<file path="config.mk">
export PLATFORM = sky130hd
export DESIGN_NAME = relation_set_wire_checker_unit
export DESIGN_NICKNAME = d
export VERILOG_FILES = /design/src/sv/rsw_pkg.sv /design/src/sv/relation_set_wire_checker_unit.sv /design/src/sv/rsw_row_chk.sv
export SDC_FILE = /design/constraint.sdc
export NUM_CORES = 1
export LEC_CHECK = 0
export BUFFER_PORTS_ARGS = -buffer_cell sky130_fd_sc_hd__buf_2
export CAP_MARGIN = 20
export CORE_ASPECT_RATIO = 0.8
export CORE_MARGIN = 2
export CORE_UTILIZATION = 25
export DETAILED_ROUTE_END_ITERATION = 7
export MAX_ROUTING_LAYER = met4
export PLACE_DENSITY = 0.35
export SLEW_MARGIN = 10
export SYNTH_ARGS = -nofsm -noshare
export SYNTH_HDL_FRONTEND = slang
export SYNTH_SLANG_ARGS = --single-unit
</file>
<file path="constraint.sdc">
create_clock -name i_clk -period 10.8 [get_ports i_clk]
set_input_delay 1.08 -clock i_clk [delete_from_list [all_inputs] [get_ports i_clk]]
set_output_delay 1.08 -clock i_clk [all_outputs]
set_load 0.02 [all_outputs]
</file>
<file path="src/sv/rsw_pkg.sv">
`default_nettype none

package rsw_pkg;

    localparam int BYTE_W    = 8;
    localparam int INDEX_W   = 12;
    localparam int COUNT_W   = 16;
    localparam int VERSION_W = 16;
    localparam int ROWS_W    = 7;
    localparam int STATUS_W  = 3;
    localparam int CFG_IDX_W = 2;
    localparam int CFG_DAT_W = 16;
    // 12 + 33 * 65535 needs 22 bits.
    localparam int EXPECT_W  = 22;
    localparam int ROWPOS_W  = 6;
    localparam int ORDER_W   = 2;

    localparam int HDR_BYTES  = 12;
    localparam int ROOT_BYTES = 32;
    localparam logic [INDEX_W-1:0] INDEX_MAX = 12'hFFF;

    localparam logic [STATUS_W-1:0] ST_OK      = 3'd0;
    localparam logic [STATUS_W-1:0] ST_SIZE    = 3'd1;
    localparam logic [STATUS_W-1:0] ST_MAGIC   = 3'd2;
    localparam logic [STATUS_W-1:0] ST_LIMIT   = 3'd3;
    localparam logic [STATUS_W-1:0] ST_VERSION = 3'd4;
    localparam logic [STATUS_W-1:0] ST_TYPE    = 3'd5;
    localparam logic [STATUS_W-1:0] ST_ZERO    = 3'd6;
    localparam logic [STATUS_W-1:0] ST_ORDER   = 3'd7;

    localparam logic [ORDER_W-1:0] ORD_EQUAL   = 2'd0;
    localparam logic [ORDER_W-1:0] ORD_LESS    = 2'd1;
    localparam logic [ORDER_W-1:0] ORD_GREATER = 2'd2;

    localparam logic [CFG_IDX_W-1:0] CFG_EXP_VERSION = 2'd0;
    localparam logic [CFG_IDX_W-1:0] CFG_TYPE_FIRST  = 2'd1;
    localparam logic [CFG_IDX_W-1:0] CFG_TYPE_END    = 2'd2;

    typedef struct packed {
        logic [BYTE_W-1:0] wire_byte;
        logic              is_last;
    } t_in;

    typedef struct packed {
        logic [STATUS_W-1:0]  status;
        logic [VERSION_W-1:0] version_seen;
        logic [ROWS_W-1:0]    rows_seen;
    } t_out;

    typedef struct packed {
        logic row_en;
        logic clear;
    } t_row_ctl;

    function automatic logic [BYTE_W-1:0] magic_byte(input logic [2:0] idx);
        logic [BYTE_W-1:0] v;
        unique case (idx)
            3'd0: v = 8'h5A;
            3'd1: v = 8'h43;
            3'd2: v = 8'h53;
            3'd3: v = 8'h52;
            3'd4: v = 8'h45;
            3'd5: v = 8'h4C;
            3'd6: v = 8'h0D;
            3'd7: v = 8'h0A;
            default: v = 8'h00;
        endcase
        return v;
    endfunction

endpackage

`default_nettype wire

</file>
<file path="src/sv/relation_set_wire_checker_unit.sv">
// Relation-set wire image checker.
// Input channel (i_in_valid / o_in_stall, payload i_in): one image byte per
// transaction, with is_last set on the final byte of an image. The 8-byte
// magic, 16-bit version and 16-bit row count are parsed, and each 33-byte
// row (type byte plus 32-byte root) is checked as it streams past.
// Output channel (o_out_valid / i_out_stall, payload o_out): one transaction
// per image, carrying status, version_seen and rows_seen. Version and rows
// are zero unless the status is ok.
// Throughput is one byte per cycle when not stalled; the whole per-byte
// update is a single compare-and-count step between the state registers. The
// result is in the output register in the cycle after the last byte.
// A result waiting in the output register does not block input; only when
// that register is full and the receiver stalls does o_in_stall rise.
// Configuration writes (i_cfg_we, i_cfg_index, i_cfg_data) take effect at
// once and should be made between images. Index values beyond the three
// registers are ignored.
// Reset clears the parse state and output valid and restores the register
// defaults (version 1, types from 1 up to but not including 8). After each
// result the parse state returns to its reset value for the next image.
`default_nettype none

module relation_set_wire_checker_unit #(
    parameter int MAX_ROWS = 64
) (
    input  wire logic                          i_clk,
    input  wire logic                          i_rst_n,
    input  wire logic                          i_in_valid,
    output logic                               o_in_stall,
    input  wire rsw_pkg::t_in                  i_in,
    output logic                               o_out_valid,
    input  wire logic                          i_out_stall,
    output rsw_pkg::t_out                      o_out,
    input  wire logic                          i_cfg_we,
    input  wire logic [rsw_pkg::CFG_IDX_W-1:0] i_cfg_index,
    input  wire logic [rsw_pkg::CFG_DAT_W-1:0] i_cfg_data
);

    logic [rsw_pkg::VERSION_W-1:0] r_exp_version;
    logic [rsw_pkg::BYTE_W-1:0]    r_type_first;
    logic [rsw_pkg::BYTE_W-1:0]    r_type_end;

    logic [rsw_pkg::INDEX_W-1:0]   r_index, n_index;
    logic                          r_magic, n_magic;
    logic [rsw_pkg::VERSION_W-1:0] r_version, n_version;
    logic [rsw_pkg::COUNT_W-1:0]   r_count, n_count;
    logic [rsw_pkg::EXPECT_W-1:0]  r_expected, w_expected;
    logic                          r_over, w_over;

    logic                          w_accept;
    logic                          w_done;
    logic                          w_hdr_end;
    logic [rsw_pkg::EXPECT_W-1:0]  w_calc;
    logic [rsw_pkg::STATUS_W-1:0]  w_row_err;
    logic [rsw_pkg::STATUS_W-1:0]  w_status;
    rsw_pkg::t_row_ctl             w_row_ctl;

    logic                          r_out_valid;
    rsw_pkg::t_out                 r_out;

    assign o_in_stall = r_out_valid && i_out_stall;
    assign w_accept   = i_in_valid && !o_in_stall;
    assign w_done     = w_accept && i_in.is_last;
    assign w_hdr_end  = (r_index == rsw_pkg::INDEX_W'(rsw_pkg::HDR_BYTES - 1));

    always_ff @(posedge i_clk) begin
        if (!i_rst_n) begin
            r_exp_version <= rsw_pkg::VERSION_W'(1);
            r_type_first  <= rsw_pkg::BYTE_W'(1);
            r_type_end    <= rsw_pkg::BYTE_W'(8);
        end else if (i_cfg_we) begin
            unique case (i_cfg_index)
                rsw_pkg::CFG_EXP_VERSION: r_exp_version <= i_cfg_data;
                rsw_pkg::CFG_TYPE_FIRST:  r_type_first  <= i_cfg_data[rsw_pkg::BYTE_W-1:0];
                rsw_pkg::CFG_TYPE_END:    r_type_end    <= i_cfg_data[rsw_pkg::BYTE_W-1:0];
                default: ;
            endcase
        end
    end

    // Header parse.
    always_comb begin
        n_magic   = r_magic;
        n_version = r_version;
        n_count   = r_count;
        if (r_index < rsw_pkg::INDEX_W'(8)) begin
            if (i_in.wire_byte != rsw_pkg::magic_byte(r_index[2:0])) begin
                n_magic = 1'b0;
            end
        end else if (r_index == rsw_pkg::INDEX_W'(8)) begin
            n_version[7:0] = i_in.wire_byte;
        end else if (r_index == rsw_pkg::INDEX_W'(9)) begin
            n_version[15:8] = i_in.wire_byte;
        end else if (r_index == rsw_pkg::INDEX_W'(10)) begin
            n_count[7:0] = i_in.wire_byte;
        end else if (w_hdr_end) begin
            n_count[15:8] = i_in.wire_byte;
        end
        n_index = (r_index == rsw_pkg::INDEX_MAX) ? r_index
                                                  : r_index + rsw_pkg::INDEX_W'(1);
    end

    // Image length implied by the row count, 12 + 33 * count.
    assign w_calc = rsw_pkg::EXPECT_W'({n_count, 5'b0}) + rsw_pkg::EXPECT_W'(n_count)
                  + rsw_pkg::EXPECT_W'(rsw_pkg::HDR_BYTES);
    assign w_expected = w_hdr_end ? w_calc : r_expected;
    assign w_over     = w_hdr_end ? (n_count > rsw_pkg::COUNT_W'(MAX_ROWS)) : r_over;

    assign w_row_ctl.row_en = w_accept
                           && r_index >= rsw_pkg::INDEX_W'(rsw_pkg::HDR_BYTES)
                           && r_index != rsw_pkg::INDEX_MAX
                           && !r_over
                           && rsw_pkg::EXPECT_W'(r_index) < r_expected;
    assign w_row_ctl.clear  = w_done;

    rsw_row_chk u_row (
        .i_clk        (i_clk),
        .i_rst_n      (i_rst_n),
        .i_ctl        (w_row_ctl),
        .i_byte       (i_in.wire_byte),
        .i_type_first (r_type_first),
        .i_type_end   (r_type_end),
        .o_first_err  (w_row_err)
    );

    always_comb begin
        priority if (n_index < rsw_pkg::INDEX_W'(rsw_pkg::HDR_BYTES)) begin
            w_status = rsw_pkg::ST_SIZE;
        end else if (!n_magic) begin
            w_status = rsw_pkg::ST_MAGIC;
        end else if (w_over) begin
            w_status = rsw_pkg::ST_LIMIT;
        end else if (rsw_pkg::EXPECT_W'(n_index) != w_expected) begin
            w_status = rsw_pkg::ST_SIZE;
        end else if (n_version != r_exp_version) begin
            w_status = rsw_pkg::ST_VERSION;
        end else begin
            w_status = w_row_err;
        end
    end

    always_ff @(posedge i_clk) begin
        if (!i_rst_n || w_done) begin
            r_index    <= '0;
            r_magic    <= 1'b1;
            r_version  <= '0;
            r_count    <= '0;
            r_expected <= rsw_pkg::EXPECT_W'(rsw_pkg::HDR_BYTES);
            r_over     <= 1'b0;
        end else if (w_accept) begin
            r_index    <= n_index;
            r_magic    <= n_magic;
            r_version  <= n_version;
            r_count    <= n_count;
            r_expected <= w_expected;
            r_over     <= w_over;
        end
    end

    always_ff @(posedge i_clk) begin
        if (!i_rst_n) begin
            r_out_valid <= 1'b0;
        end else if (w_done) begin
            r_out_valid <= 1'b1;
        end else if (!i_out_stall) begin
            r_out_valid <= 1'b0;
        end
    end

    always_ff @(posedge i_clk) begin
        if (w_done) begin
            r_out.status       <= w_status;
            r_out.version_seen <= (w_status == rsw_pkg::ST_OK) ? n_version : '0;
            r_out.rows_seen    <= (w_status == rsw_pkg::ST_OK) ? n_count[rsw_pkg::ROWS_W-1:0]
                                                               : '0;
        end
    end

    assign o_out_valid = r_out_valid;
    assign o_out       = r_out;

endmodule

`default_nettype wire

</file>
<file path="src/sv/rsw_row_chk.sv">
`default_nettype none

module rsw_row_chk (
    input  wire logic                        i_clk,
    input  wire logic                        i_rst_n,
    input  wire rsw_pkg::t_row_ctl           i_ctl,
    input  wire logic [rsw_pkg::BYTE_W-1:0]  i_byte,
    input  wire logic [rsw_pkg::BYTE_W-1:0]  i_type_first,
    input  wire logic [rsw_pkg::BYTE_W-1:0]  i_type_end,
    output logic      [rsw_pkg::STATUS_W-1:0] o_first_err
);

    logic [rsw_pkg::ROWPOS_W-1:0] r_pos, n_pos;
    logic [rsw_pkg::BYTE_W-1:0]   r_cur_type, n_cur_type;
    logic [rsw_pkg::BYTE_W-1:0]   r_prev_type, n_prev_type;
    logic [rsw_pkg::ORDER_W-1:0]  r_order, n_order;
    logic                         r_nz, n_nz;
    logic                         r_have_prev, n_have_prev;
    logic [rsw_pkg::STATUS_W-1:0] r_err, n_err;
    // Previous root as a shift line: each root byte leaves at tap 0 as the
    // matching byte of the new row enters at the far end.
    logic [rsw_pkg::BYTE_W-1:0]   r_root [rsw_pkg::ROOT_BYTES];
    logic [rsw_pkg::BYTE_W-1:0]   w_tap;
    logic                         w_shift;

    assign w_tap   = r_root[0];
    assign w_shift = i_ctl.row_en && (r_pos != '0);

    always_comb begin
        n_pos       = r_pos;
        n_cur_type  = r_cur_type;
        n_prev_type = r_prev_type;
        n_order     = r_order;
        n_nz        = r_nz;
        n_have_prev = r_have_prev;
        n_err       = r_err;
        if (i_ctl.row_en) begin
            if (r_pos == '0) begin
                n_cur_type = i_byte;
                if ((i_byte < i_type_first || i_byte >= i_type_end) &&
                    r_err == rsw_pkg::ST_OK) begin
                    n_err = rsw_pkg::ST_TYPE;
                end
                n_order = rsw_pkg::ORD_EQUAL;
                n_nz    = 1'b0;
                n_pos   = rsw_pkg::ROWPOS_W'(1);
            end else begin
                if (i_byte != '0) begin
                    n_nz = 1'b1;
                end
                if (r_have_prev && r_order == rsw_pkg::ORD_EQUAL && w_tap != i_byte) begin
                    n_order = (w_tap < i_byte) ? rsw_pkg::ORD_LESS : rsw_pkg::ORD_GREATER;
                end
                if (r_pos < rsw_pkg::ROWPOS_W'(rsw_pkg::ROOT_BYTES)) begin
                    n_pos = r_pos + rsw_pkg::ROWPOS_W'(1);
                end else begin
                    if (r_err == rsw_pkg::ST_OK) begin
                        if (!n_nz) begin
                            n_err = rsw_pkg::ST_ZERO;
                        end else if (r_have_prev &&
                                     (r_prev_type > r_cur_type ||
                                      (r_prev_type == r_cur_type &&
                                       n_order != rsw_pkg::ORD_LESS))) begin
                            n_err = rsw_pkg::ST_ORDER;
                        end
                    end
                    n_prev_type = r_cur_type;
                    n_have_prev = 1'b1;
                    n_pos       = '0;
                end
            end
        end
    end

    assign o_first_err = n_err;

    always_ff @(posedge i_clk) begin
        if (!i_rst_n || i_ctl.clear) begin
            r_pos       <= '0;
            r_cur_type  <= '0;
            r_prev_type <= '0;
            r_order     <= rsw_pkg::ORD_EQUAL;
            r_nz        <= 1'b0;
            r_have_prev <= 1'b0;
            r_err       <= rsw_pkg::ST_OK;
        end else begin
            r_pos       <= n_pos;
            r_cur_type  <= n_cur_type;
            r_prev_type <= n_prev_type;
            r_order     <= n_order;
            r_nz        <= n_nz;
            r_have_prev <= n_have_prev;
            r_err       <= n_err;
        end
    end

    always_ff @(posedge i_clk) begin
        if (w_shift) begin
            for (int j = 0; j < rsw_pkg::ROOT_BYTES - 1; j++) begin
                r_root[j] <= r_root[j+1];
            end
            r_root[rsw_pkg::ROOT_BYTES-1] <= i_byte;
        end
    end

endmodule

`default_nettype wire

</file>
**Word level (Yosys, flattened, before mapping)**

Memories as Yosys holds them, arrays and structs flattened. A register that Yosys moved wholly into a read port is not among the register bits.
Cells that the tools add are included.

- ROM bits: 48
- Flip-flop bits (word level): 156
- Logic and storage cells: 129
- Memories kept: 2
- Bits in writable memories: 256

Memory list:

| name | words | width | read ports | clocked after memory_dff | write ports | RTL line | text |
|---|---|---|---|---|---|---|---|
| u_row.r_root | 32 | 8 | 32 | 0 | 32 | rsw_row_chk.sv:22 | `logic [rsw_pkg::BYTE_W-1:0] r_root [rsw_pkg::ROOT_BYTES];` |
| (name not given) | 8 | 6 | 1 | 1 | 0 | rsw_pkg.sv:57 | `unique case (idx)` |

- Bitwise logic cells: 2
- $lt $le $gt $ge: 10
- Reductions and logical operators: 31
- $add $sub $neg: 4
- Mux-type cells: 45
- Equal/unequal tests: 15

Operators with widths:

| cell | count |
|---|---|
| 16-bit two-way mux | 4 |
| 8-bit two-way mux | 7 |
| 12-bit by 4-bit equality test with 1-bit output, second input constant | 4 |
| 3-bit two-way mux | 14 |
| 12-bit by 4-bit < comparator with 1-bit output, second input constant | 2 |
| 21-bit by 16-bit adder with 22-bit output | 1 |
| 22-bit by 4-bit adder with 22-bit output, second input constant | 1 |
| 12-bit by 22-bit < comparator with 1-bit output | 1 |
| 22-bit two-way mux | 1 |
| 12-bit by 22-bit != test with 1-bit output | 1 |
| 16-bit by 7-bit > comparator with 1-bit output, second input constant | 1 |
| 8-bit < comparator | 2 |
| 16-bit != test | 1 |
| 8-bit != test | 2 |
| 1-bit logical AND | 13 |
| 12-bit by 1-bit adder with 12-bit output, second input constant | 1 |
| 12-bit equality test, second input constant | 1 |
| 12-bit by 4-bit >= comparator with 1-bit output, second input constant | 1 |
| 12-bit two-way mux | 1 |
| 6-bit two-way mux | 2 |
| 12-bit != test, second input constant | 1 |
| 1-bit two-way mux | 11 |
| 2-bit two-way mux | 5 |
| 8-bit equality test | 1 |
| other kinds (17) | 28 |

**Logic depth before layout (Yosys ltp)**

Gate-level depths: netlist of run 1.

- Word-level depth: 24
- Depth in mapped cells: 21
- Gate-level depth less buffers: 19

**By module**

Synthesis of run 1 repeated with hierarchy kept, for this count alone.

- Cell total of the unflattened synthesis: 1435
- Area, all modules: 17631.9 µm²

Modules (own cells, without submodules):

| module | seq. area each (µm²) | area each (µm²) | instances | cells an instance |
|---|---|---|---|---|
| rsw_row_chk | 8267.9 | 9728.1 | 1 | 517 |
| relation_set_wire_checker_unit | 2922.8 | 7903.8 | 1 | 918 |

**Least setup slack after synthesis of run 1**

OpenSTA, ideal clock, no wires.

- Kind: input to register
- From: input i_out_stall
- To: register u_row.r_pos[2] in the netlist's numbering
- Required time: 10.735 ns
- Arrival: 7.811 ns
- Slack: 2.924 ns
- Setup time: 0.065 ns
- Stages on the path: 10
- Cells stage by stage: nand2_1 > nand2_1 > nor2_1 > o2111ai_1 > or2_2 > inv_1 > nand3b_1 > a21oi_1 > a21oi_1 > nor2_1

- Word-level cells in the longest chain between the ends: 7
- Elaborated cells between the ends (all ways): 9
- Classes of those cells: reduce/logical (9)

RTL lines:

| element | RTL line | text |
|---|---|---|
| start, declared | relation_set_wire_checker_unit.sv:31 | `input wire logic i_out_stall,` |
| 1-bit logical AND * | relation_set_wire_checker_unit.sv:60 | `assign o_in_stall = r_out_valid && i_out_stall;` |
| 1-bit zero test * | relation_set_wire_checker_unit.sv:61 | `assign w_accept = i_in_valid && !o_in_stall;` |
| 1-bit logical AND * | relation_set_wire_checker_unit.sv:61 |  |
| 1-bit logical AND | relation_set_wire_checker_unit.sv:109 | `&& r_index >= rsw_pkg::INDEX_W'(rsw_pkg::HDR_BYTES)` |
| 1-bit logical AND | relation_set_wire_checker_unit.sv:110 | `&& r_index != rsw_pkg::INDEX_MAX` |
| 1-bit logical AND | relation_set_wire_checker_unit.sv:111 | `&& !r_over` |
| 1-bit logical AND | relation_set_wire_checker_unit.sv:112 | `&& rsw_pkg::EXPECT_W'(r_index) < r_expected;` |
| end signal, assigned | rsw_row_chk.sv:87 | `r_pos <= n_pos;` |
| end, declared | rsw_row_chk.sv:13 | `logic [rsw_pkg::ROWPOS_W-1:0] r_pos, n_pos;` |

Every way passes the cells marked *; elsewhere a longest branch is shown, timed or not.
A chain may end at the register's enable or synchronous reset.

**Final worst setup path of run 1**

- From: register r_index[0] in the netlist's numbering
- To: register r_out, in the netlist o_out[15] (data pin)

- Elaborated cells between the ends (all ways): 41
- Classes of those cells: add/sub (3); order compare (5); eq/ne (8); mux (20); reduce/logical (5)

RTL lines:

| element | RTL line | text |
|---|---|---|
| start, declared | relation_set_wire_checker_unit.sv:42 | `logic [rsw_pkg::INDEX_W-1:0] r_index, n_index;` |
| start signal, assigned | relation_set_wire_checker_unit.sv:150 | `r_index <= n_index;` |
| parallel branches: the longest is 4 deep, another holds 12-bit by 4-bit < comparator with 1-bit output | -- |  |
| 16-bit two-way mux * | relation_set_wire_checker_unit.sv:85 | `if (r_index < rsw_pkg::INDEX_W'(8)) begin` |
| via n_count, one bit | relation_set_wire_checker_unit.sv:45 | `logic [rsw_pkg::COUNT_W-1:0] r_count, n_count;` |
| 21-bit by 16-bit adder with 22-bit output | relation_set_wire_checker_unit.sv:103 | `assign w_calc = rsw_pkg::EXPECT_W'({n_count, 5'b0}) + rsw_pkg::EXPECT_W'(n_count)` |
| 22-bit by 4-bit adder with 22-bit output | relation_set_wire_checker_unit.sv:104 | `+ rsw_pkg::EXPECT_W'(rsw_pkg::HDR_BYTES);` |
| 22-bit two-way mux | relation_set_wire_checker_unit.sv:105 | `assign w_expected = w_hdr_end ? w_calc : r_expected;` |
| 12-bit by 22-bit != test with 1-bit output | relation_set_wire_checker_unit.sv:132 | `end else if (rsw_pkg::EXPECT_W'(n_index) != w_expected) begin` |
| 3-bit two-way mux | relation_set_wire_checker_unit.sv:132 |  |
| 3-bit two-way mux * | relation_set_wire_checker_unit.sv:130 | `end else if (w_over) begin` |
| 3-bit two-way mux * | relation_set_wire_checker_unit.sv:128 | `end else if (!n_magic) begin` |
| 3-bit two-way mux * | relation_set_wire_checker_unit.sv:126 | `priority if (n_index < rsw_pkg::INDEX_W'(rsw_pkg::HDR_BYTES)) begin` |
| 3-bit zero test * | relation_set_wire_checker_unit.sv:172 | `r_out.version_seen <= (w_status == rsw_pkg::ST_OK) ? n_version : '0;` |
| end, declared | relation_set_wire_checker_unit.sv:58 | `rsw_pkg::t_out r_out;` |

Mark *: on every way through the listed nets, which the timed path passes.

==> flow_summary.toml, run 1 <==
[sta]
maxSlewViolCount = 0
hold_viol_final = 0
fmax_ghz = 0.166
worst_slew_pin_slew_ps = 1050
fin_tns_setup_ps = 0
skew_ps = 16.1
timing.final.crit_share_pct = 55.9
rsz0062_at_grt = "false"
min_period_ps = 6040
slew-limit-headroom_pct = 29.7
setup_violations = 0

[yosys]
ys_ff_latch = 418
synth.cell_area_um2 = 17700
async_reset_ff_share_pct = 0
yosysSeqAreaShare_pct = 63.2
synth_ff_type = "edfxtp_1"
synth_edf_count = 282
yosys_warnings = 0
avgSynthCellArea_um2 = 12.0
syn_nets = 1566
syn_inst = 1471
synth_cell_types = 75

[power_and_ir_drop]
switchingPower_uw = 802
power_density_nw_per_um2 = 170
p_clk_share_pct = 45.6
p_int_uw = 2680
leakagePower_uw = 0.00712
p_seq_share_pct = 49.4
pwr-share-comb_pct = 5.0
p_sw_share_pct = 23.0
vdd_drop_max_uv = 106

[clock_network]
cts_setup_buffers = 0
cts_max_level = 2
clock_latency_ps = 580
numCtsBuffers = 47
cts_hold_buf = 0
cts-root-buf = "clkbuf_16"
path_clk_slew_ps = 60
tritoncts = "yes"
cts.sink_count = 418
post_cts_resized = 0
cts_buffer_depth = 3

[hold_path]
hold_depth = 0
hold_class = "flop to flop"
hp-start = "u_row.r_root[14][7]$_DFFE_PP_"
min_to = "u_row.r_root[13][7]$_DFFE_PP_"

[die]
fp.dieArea_um2 = 72900
core_um2 = 70200
std_cell_rows = 87
pin_count = 60
start_util_pct = 25.2
dieWidth_um = 301
die_h_um = 242

[grt]
gr-usage-all-layers_pct = 12.6
grt_pass1_wl_um = 68600
grt_overflow = 0
grt_pass1_vias = 10800
grt_antenna_before_repair = 3
grt_max_degree = 174

[setup_path]
cp.required_ps = 11210
cp_cell_sequence = "inv_1 -> ha_1 -> nor4b_2 -> nand4_4 -> mux2i_1 -> inv_1 -> ha_1 -> nor2_1 -> a21oi_1 -> mux2i_1 -> o221ai_1 -> a41o_1 -> xnor2_1 -> o21ai_0 -> xnor2_1 -> nor4_2 -> nand4_4 -> nor2_1"
critPathKind = "flop to flop"
cpPeakStageDelay_ps = 520
regToRegStartpoint = "r_index[0]$_SDFFE_PP0P_"
reg2reg_to = "o_out[15]$_SDFFCE_PP0P_"
cp-end-kind = "flop"
critPathSlowestCell = "nand4_4"
crit_fanout = 23
start_kind = "flop"
crit_buf_inv = 2
cp_top_family = "simple AND/OR/NAND/NOR gates"
crit_arrival_ps = 6440
reg2regPathDepth = 18
r2r_slack_ps = 4760

[layout]
antenna_cells = 0
fin_area_um2 = 20500
nNetsFinal = 1621
drive_gt1_share_pct = 12.0
area_growth_pct = 16.0
num-fill-cells = 7251
final_cell_mix = "edfxtp_1, nor2_1, dfxtp_1"
final_common_cell = "edfxtp_1"

[route]
drt_iter0_markers = 865
vias_per_cell = 4.49
num_vias = 11200
post_drt_wl_per_cell_um = 17.9
dr.pass1.iters = 5
drc = 0
wl_um = 44800
postRouteAntennaNets = 0

[outcome]
status = "finished, final reports clean"

[placed_design]
postPlaceCellArea_um2 = 19000
place_congestion = 0.864
io_buffers = 59
place_hpwl_um = 29600

[job]
maxCapViolCount = 0
flip-flops by register name (all words and copies together), names as in the netlist, 12 cells and up, named ones only:
| signal | count |
|---|---|
| r_index | 12 |
| r_expected | 22 |
| r_version | 16 |
| r_count | 16 |
| o_out | 26 |
| u_row.r_root | 256 |
| r_exp_version | 16 |
Yosys cell counts (4+ instances only):
master | instances | share of area (%)
o31ai_1 | 4 | 0.17
nor4_1 | 14 | 0.49
o41ai_1 | 4 | 0.20
a21o_1 | 7 | 0.30
nand3b_1 | 4 | 0.17
nand2_1 | 119 | 2.5
o21ai_0 | 55 | 1.6
clkbuf_1 | 55 | 1.2
or3_1 | 5 | 0.18
a21boi_0 | 20 | 0.85
a31oi_1 | 7 | 0.25
nand4_1 | 15 | 0.53
or4_1 | 5 | 0.21
o22ai_1 | 5 | 0.18
or2_2 | 5 | 0.18
nor2b_1 | 27 | 0.95
xnor2_1 | 39 | 1.9
a21oi_1 | 99 | 2.8
mux2i_1 | 44 | 2.5
ha_1 | 63 | 4.5
and3_1 | 7 | 0.25
buf_2 | 7 | 0.20
nand3_1 | 23 | 0.65
mux2i_4 | 4 | 0.51
nor3_1 | 31 | 0.88
o211ai_1 | 11 | 0.47
edfxtp_1 | 282 | 48
nor2_2 | 13 | 0.46
nor2_1 | 148 | 3.1
inv_1 | 73 | 1.5
dfxtp_1 | 136 | 15
a211oi_1 | 27 | 1.1
xor2_1 | 22 | 1.1
and2_1 | 9 | 0.32
buf_6 | 4 | 0.25
o21a_1 | 7 | 0.30
nand2b_1 | 7 | 0.25
metal layers:
metal	global-route usage [%]	wire (um)	share of wire, %	vias up
met5	-	0	0	-
met4	3.35	983	2.2	0
met3	2.74	2380	5.3	58
met2	16.1	17100	38	255
met1	19.6	24300	54	5461
li1	-	-	-	5452
kinds of logic (layout without fill, tap and decap cells):
family	Yosys count	count (layout)	synth area share, %
flops	418	418	63.2
buf+inv	141	234	3.21
fa+ha+maj	65	65	4.57
simple gates	452	452	12.7
compound gates	283	283	10.1
xor+xnor	61	61	3.02
mux	51	51	3.20
area by class of cell:
class / count / area, um^2 / share of cell area (%)
tap: 934 / 1170 / 5.69
timing repair buffer: 74 / 424 / 2.07
sequential: 418 / 11200 / 54.5
inverter: 73 / 282 / 1.37
clock inverter: 22 / 251 / 1.22
clock buffer: 65 / 1260 / 6.15
multi-input combinational: 912 / 5950 / 29.0
per-stage QoR:
step	hold slack (ps)	power [uW]	instances	worst slack, ps	utilization (%)
3_3_place_gp	400	1930	2409	5050	27.1
4_1_cts	402	3560	2497	4800	29.2
5_1_grt	414	3640	2498	4320	29.2
6_report	413	3490	2498	4760	29.2
2_1_floorplan	400	1860	1471	2920	-
3_5_place_dp	405	1930	2410	4890	27.1
worst max path at each step:
stage	from	depth (start not counted)	slack (ps)	end
finish	r_index[0]$_SDFFE_PP0P_	18	4760	o_out[15]$_SDFFCE_PP0P_
global route	r_index[0]$_SDFFE_PP0P_	18	4320	o_out[1]$_SDFFCE_PP0P_
CTS	r_index[0]$_SDFFE_PP0P_	18	4800	o_out[15]$_SDFFCE_PP0P_
detailed placement	r_index[0]$_SDFFE_PP0P_	18	4890	o_out[0]$_SDFFCE_PP0P_
global placement	r_index[0]$_SDFFE_PP0P_	18	5050	o_out[0]$_SDFFCE_PP0P_
floorplan	i_out_stall	10	2920	u_row.r_pos[2]$_SDFFE_PP0P_
power by group through the flow:
stage          clock network (uW)  registers, uW  logic [uW]
3_5_place_dp                    0           1750         177
4_1_cts                      1660           1720         177
2_1_floorplan                   0           1750         107
3_3_place_gp                    0           1750         176
5_1_grt                      1730           1720         195
6_report                     1590           1720         175
No activity file was read; power rests on OpenSTA's default activity.
==> run 2, diff against run 1 <==
==> constraint.sdc (replaced) <==
create_clock -name i_clk -period 5.7 [get_ports i_clk]
set_input_delay 0.57 -clock i_clk [delete_from_list [all_inputs] [get_ports i_clk]]
set_output_delay 0.57 -clock i_clk [all_outputs]
set_load 0.02 [all_outputs]
==> flow_summary.toml, run 2 (synthesis gave the netlist of run 1 again) <==
[route]
postRouteAntennaNets = 0
num_vias = 11200
wl_um = 46100
vias_per_cell = 4.47
drt_iter0_markers = 657
dr.pass1.iters = 5
drc = 0
post_drt_wl_per_cell_um = 18.3

[layout]
top_register = "u_row.r_root"
area_growth_pct = 17.5
antenna_cells = 0
largest_register_ffs = 256
drive_gt1_share_pct = 14.0
final_cell_mix = "edfxtp_1, nor2_1, dfxtp_1"
nNetsFinal = 1639
fin_area_um2 = 20800
final_common_cell = "edfxtp_1"

[grt]
use_met1_pct = 20.2
grt_pass1_vias = 11000
grt_pass1_wl_um = 69900
grt_max_degree = 95
gr-usage-all-layers_pct = 12.9
grt_antenna_before_repair = 3
grt_use_met3_pct = 2.33
met2_usage_pct = 16.7
top_usage_layer = "met1"
grt_overflow = 0

[placed_design]
io_buffers = 59
postPlaceCellArea_um2 = 19300
place_hpwl_um = 31700
place_congestion = 0.842

[clock_network]
post_cts_resized = 0
cts_hold_buf = 0
cts-root-buf = "clkbuf_16"
cts.sink_count = 418
path_clk_slew_ps = 60
cts_max_level = 2
cts_setup_buffers = 0
tritoncts = "yes"
numCtsBuffers = 46
clock_latency_ps = 590
cts_buffer_depth = 3

[setup_path]
start_kind = "flop"
critPathSlowestCell = "o21ai_0"
cpPeakStageDelay_ps = 640
critPathKind = "flop to flop"
cp.required_ps = 6010
cp_top_family = "simple AND/OR/NAND/NOR gates"
crit_arrival_ps = 5510
reg2reg_to = "o_out[4]$_SDFFCE_PP0P_"
cp_cell_sequence = "inv_1 -> ha_1 -> nor4b_2 -> nand4_4 -> o21ai_0 -> ha_1 -> a21oi_1 -> nor2b_1 -> nor2_1 -> o311ai_0 -> a21oi_2 -> nor3_1 -> nor3_1 -> and4bb_2 -> nand4_4 -> buf_12 -> nor2_1"
cp-startpoint = "r_index[0]$_SDFFE_PP0P_"
cp-end-kind = "flop"
regToRegStartpoint = "r_index[0]$_SDFFE_PP0P_"
reg2regPathDepth = 17
r2r_slack_ps = 500
crit_fanout = 23
crit_buf_inv = 2

[power_and_ir_drop]
p_sw_share_pct = 23.1
p_int_uw = 5080
p_clk_share_pct = 45.3
leakagePower_uw = 0.00723
p_seq_share_pct = 49.4
vdd_drop_max_uv = 231
power_density_nw_per_um2 = 317
finalPower_uw = 6600
pwr-share-comb_pct = 5.3
switchingPower_uw = 1520

[die]
fp.dieArea_um2 = 72900
std_cell_rows = 87
start_util_pct = 25.2
core_um2 = 70200
pin_count = 60
die_h_um = 242
dieWidth_um = 301

[job]
maxCapViolCount = 0

[sta]
rsz0062_at_grt = "false"
timing.final.crit_share_pct = 91.3
min_period_ps = 5200
worst_slew_pin_slew_ps = 1030
slew-limit-headroom_pct = 31.1
fmax_ghz = 0.192
setup_violations = 0
maxSlewViolCount = 0
hold_viol_final = 0
skew_ps = 27.7

[hold_path]
min_to = "r_exp_version[15]$_SDFFE_PN0P_"
hold_depth = 3
hold_class = "primary input to flop"
hp-start = "i_cfg_data[15]"

[outcome]
status = "finished, final reports clean"
## run 2: changes by cell type in the layout (fill, tap and decap cells not counted), sizes merged
cell / change
buf: +19
clkinv: -2
clkinvlp: +2
bufinv: -1
clkbuf: -1
## run 2: power groups by stage
stage	registers [uW]	logic, uW	clock network, uW
final	3260	346	2990
after global routing	3260	384	3230
after CTS	3260	351	3120
after detailed placement	3320	350	0
after global placement	3320	350	0
after floorplan	3320	206	0
## run 2: how the worst max path moves through the flow
stage                                         to  cells past startpoint
finish                    o_out[4]$_SDFFCE_PP0P_                     17
global route              o_out[4]$_SDFFCE_PP0P_                     17
CTS                       o_out[4]$_SDFFCE_PP0P_                     20
detailed placement        o_out[4]$_SDFFCE_PP0P_                     20
global placement         o_out[12]$_SDFFCE_PP0P_                     20
floorplan           u_row.r_root[0][0]$_DFFE_PP_                      7
## run 2: final cells by class
type	instances	area, um^2
clock inverter	21	213
multi-input combinational	912	6050
clock buffer	64	1290
sequential	418	11200
tap	934	1170
timing repair buffer	93	588
inverter	73	278
fill	7162	49400
## run 2: worst register-to-register path, cell delays in order (launching register included)
cell	delay [ps]
dfxtp_4	410
inv_1	100
ha_1	250
nor4b_2	490
nand4_4	460
o21ai_0	650
ha_1	390
a21oi_1	250
nor2b_1	90
nor2_1	330
o311ai_0	250
a21oi_2	220
nor3_1	70
nor3_1	260
and4bb_2	310
nand4_4	110
buf_12	210
nor2_1	100
## run 2: per-stage QoR
step | setup TNS (ps) | hold WS, ps | worst slack (ps) | cells | util [%]
after global placement | 0 | 401 | 605 | 2430 | 27.5
after floorplan | -20920 | 400 | -81.7 | 1471 | -
after detailed placement | 0 | 405 | 526 | 2430 | 27.5
after CTS | 0 | 212 | 502 | 2515 | 29.6
after global routing | 0 | 238 | 134 | 2515 | 29.6
final | 0 | 250 | 498 | 2515 | 29.6
## run 2: per-layer routing
layer	up-vias	part of all wire, %
li1	5491	-
met1	5458	55
met2	215	39
met3	73	4.3
met4	0	2.1
met5	-	0
==> run 3, diff against run 2 <==
--- a/config.mk
+++ b/config.mk
@@ -16,4 +16,5 @@
 export SLEW_MARGIN = 10
 export SYNTH_ARGS = -nofsm -noshare
 export SYNTH_HDL_FRONTEND = slang
+export SYNTH_HIERARCHICAL = 1
 export SYNTH_SLANG_ARGS = --single-unit
==> flow_summary.toml, run 3 <==
[sta]
fmax_ghz = 0.195
maxSlewViolCount = 0
rsz0062_at_grt = "false"
worst_slew_pin_slew_ps = 860
timing.final.crit_share_pct = 90.1
hold_viol_final = 0
skew_ps = 31.7
slew-limit-headroom_pct = 42.7
min_period_ps = 5140
setup_violations = 0

[setup_path]
start_kind = "flop"
cp.required_ps = 6100
crit_fanout = 23
crit_arrival_ps = 5530
cp-startpoint = "r_index[0]$_SDFFE_PP0P_"
critPathSlowestCell = "a2111oi_0"
crit_buf_inv = 4
critPathKind = "flop to flop"
regToRegStartpoint = "r_index[0]$_SDFFE_PP0P_"
cpPeakStageDelay_ps = 520
cp-end-kind = "flop"
cp_cell_sequence = "inv_1 -> ha_1 -> nor3b_1 -> nand4_1 -> buf_4 -> mux2i_1 -> inv_1 -> ha_1 -> a21oi_1 -> a31oi_1 -> o21ai_0 -> nand3b_1 -> a2111oi_0 -> and4bb_1 -> nand4_2 -> buf_6 -> nor3_1"
r2r_slack_ps = 560
cp_top_family = "simple AND/OR/NAND/NOR gates"

[outcome]
status = "finished, final reports clean"

[clock_network]
cts_setup_buffers = 0
cts_buffer_depth = 3
cts-root-buf = "clkbuf_16"
clock_latency_ps = 590
post_cts_resized = 0
cts_hold_buf = 0
cts.sink_count = 418
numCtsBuffers = 46
cts_max_level = 2
tritoncts = "yes"
path_clk_slew_ps = 60

[yosys]
synth.cell_area_um2 = 17600
synth_edf_count = 282
yosysMostFrequentCell = "edfxtp_1"
async_reset_ff_share_pct = 0
synth_common_cells = "edfxtp_1, nand2_1, dfxtp_1, a21oi_1, nor2_1"
synth_ff_type = "edfxtp_1"
ys_ff_latch = 418
avgSynthCellArea_um2 = 12.3
yosys_warnings = 6
syn_nets = 1530
syn_inst = 1435
synthTopCellsByArea = "edfxtp_1, dfxtp_1, ha_1"
yosysTopAreaCellShare_pct = 48.0
synth_cell_types = 82
yosysSeqAreaShare_pct = 63.5
synth_top_cell_by_area = "edfxtp_1"

[layout]
antenna_cells = 0
fin_area_um2 = 20700
top_register = "u_row/r_root"
post-route-util_pct = 29.5
area_growth_pct = 17.4
nNetsFinal = 1608
largest_register_ffs = 256
final_cell_mix = "edfxtp_1, nand2_1, dfxtp_1"
drive_gt1_share_pct = 14.1
final_common_cell = "edfxtp_1"

[placed_design]
place_hpwl_um = 30000
io_buffers = 59
postPlaceCellArea_um2 = 19100
place_congestion = 0.791

[die]
core_um2 = 70100
die_h_um = 242
pin_count = 60
fp.dieArea_um2 = 72700
std_cell_rows = 87
dieWidth_um = 301
start_util_pct = 25.2

[power_and_ir_drop]
power_density_nw_per_um2 = 322
leakagePower_uw = 0.00735
finalPower_uw = 6660
p_clk_share_pct = 47.0
switchingPower_uw = 1480
pwr-share-comb_pct = 4.3
p_seq_share_pct = 48.7
p_int_uw = 5180
vdd_drop_max_uv = 208
p_sw_share_pct = 22.2

[grt]
grt_pass1_wl_um = 69000
grt_max_degree = 105
grt_overflow = 0
gr-usage-all-layers_pct = 12.8
grt_antenna_before_repair = 3
grt_pass1_vias = 10900

[route]
post_drt_wl_per_cell_um = 18.3
dr.pass1.iters = 5
vias_per_cell = 4.46
postRouteAntennaNets = 0
drc = 0
wl_um = 45400
num_vias = 11100
drt_iter0_markers = 835

[hold_path]
hold_class = "primary input to flop"
hp-start = "i_cfg_data[14]"

[job]
maxCapViolCount = 0
==> run 3: cell families after synthesis <==
| logic type | Yosys count | share of synthesized area [%] |
|---|---|---|
| xor gates and xnor gates | 58 | 2.88 |
| AOI/OAI and AO/OA | 266 | 9.79 |
| and+or+nand+nor | 431 | 12.5 |
| muxes | 60 | 3.55 |
| DFF | 418 | 63.5 |
| buffers and inverters | 136 | 3.16 |
| adders and majority gates | 66 | 4.65 |
==> run 3: power groups by stage <==
stage	Sequential (uW)	Combinational [uW]	Clock [uW]
after floorplan	3310	170	0
after global placement	3310	290	0
after detailed placement	3310	291	0
after CTS	3250	292	3270
after global routing	3250	320	3380
final	3250	287	3130
==> run 3: final timing paths <==
path	endpoint	cells past startpoint
worst max-delay path	o_out[0]$_SDFFCE_PP0P_	17
worst min-delay path	r_exp_version[14]$_SDFFE_PN0P_	3
worst max register to register	o_out[0]$_SDFFCE_PP0P_	17
worst min register to register	u_row/r_root[1][119]$_DFFE_PP_	0
==> run 3: through the flow <==
step | setup slack (ps) | instances | setup TNS [ps] | hold WS [ps]
after floorplan | -1280 | 1435 | -251030 | 400
after global placement | 632 | 2398 | 0 | 401
after detailed placement | 543 | 2399 | 0 | 405
after CTS | 485 | 2482 | 0 | 189
after global routing | 7.80 | 2482 | 0 | 199
final | 565 | 2482 | 0 | 234
==> run 3: layer usage <==
metal  vias to the layer above  part of all wire (%)  global-route usage, %
met1                      5394                    54                   19.4
met3                        63                   4.1                   2.34
met2                       217                    40                   17.2
met4                         0                   2.3                   3.53
li1                       5393                     -                      -
met5                         -                     0                      -
==> run 3: layout make-up <==
cell class,instances,area (um^2)
Clock buffer,57,1230
Clock inverter,26,347
Fill cell,7223,49400
Inverter,75,282
Multi-Input combinational cell,881,5910
Sequential cell,418,11200
Tap cell,934,1170
Timing Repair Buffer,91,564
==> run 3: tightest hold or removal path, delay by kind of cell <==
kind | cells | cell delay (ps)
buffers and inverters | 1 | 90
AO/OA/AOI/OAI | 1 | 60
AND/OR/NAND/NOR | 1 | 40
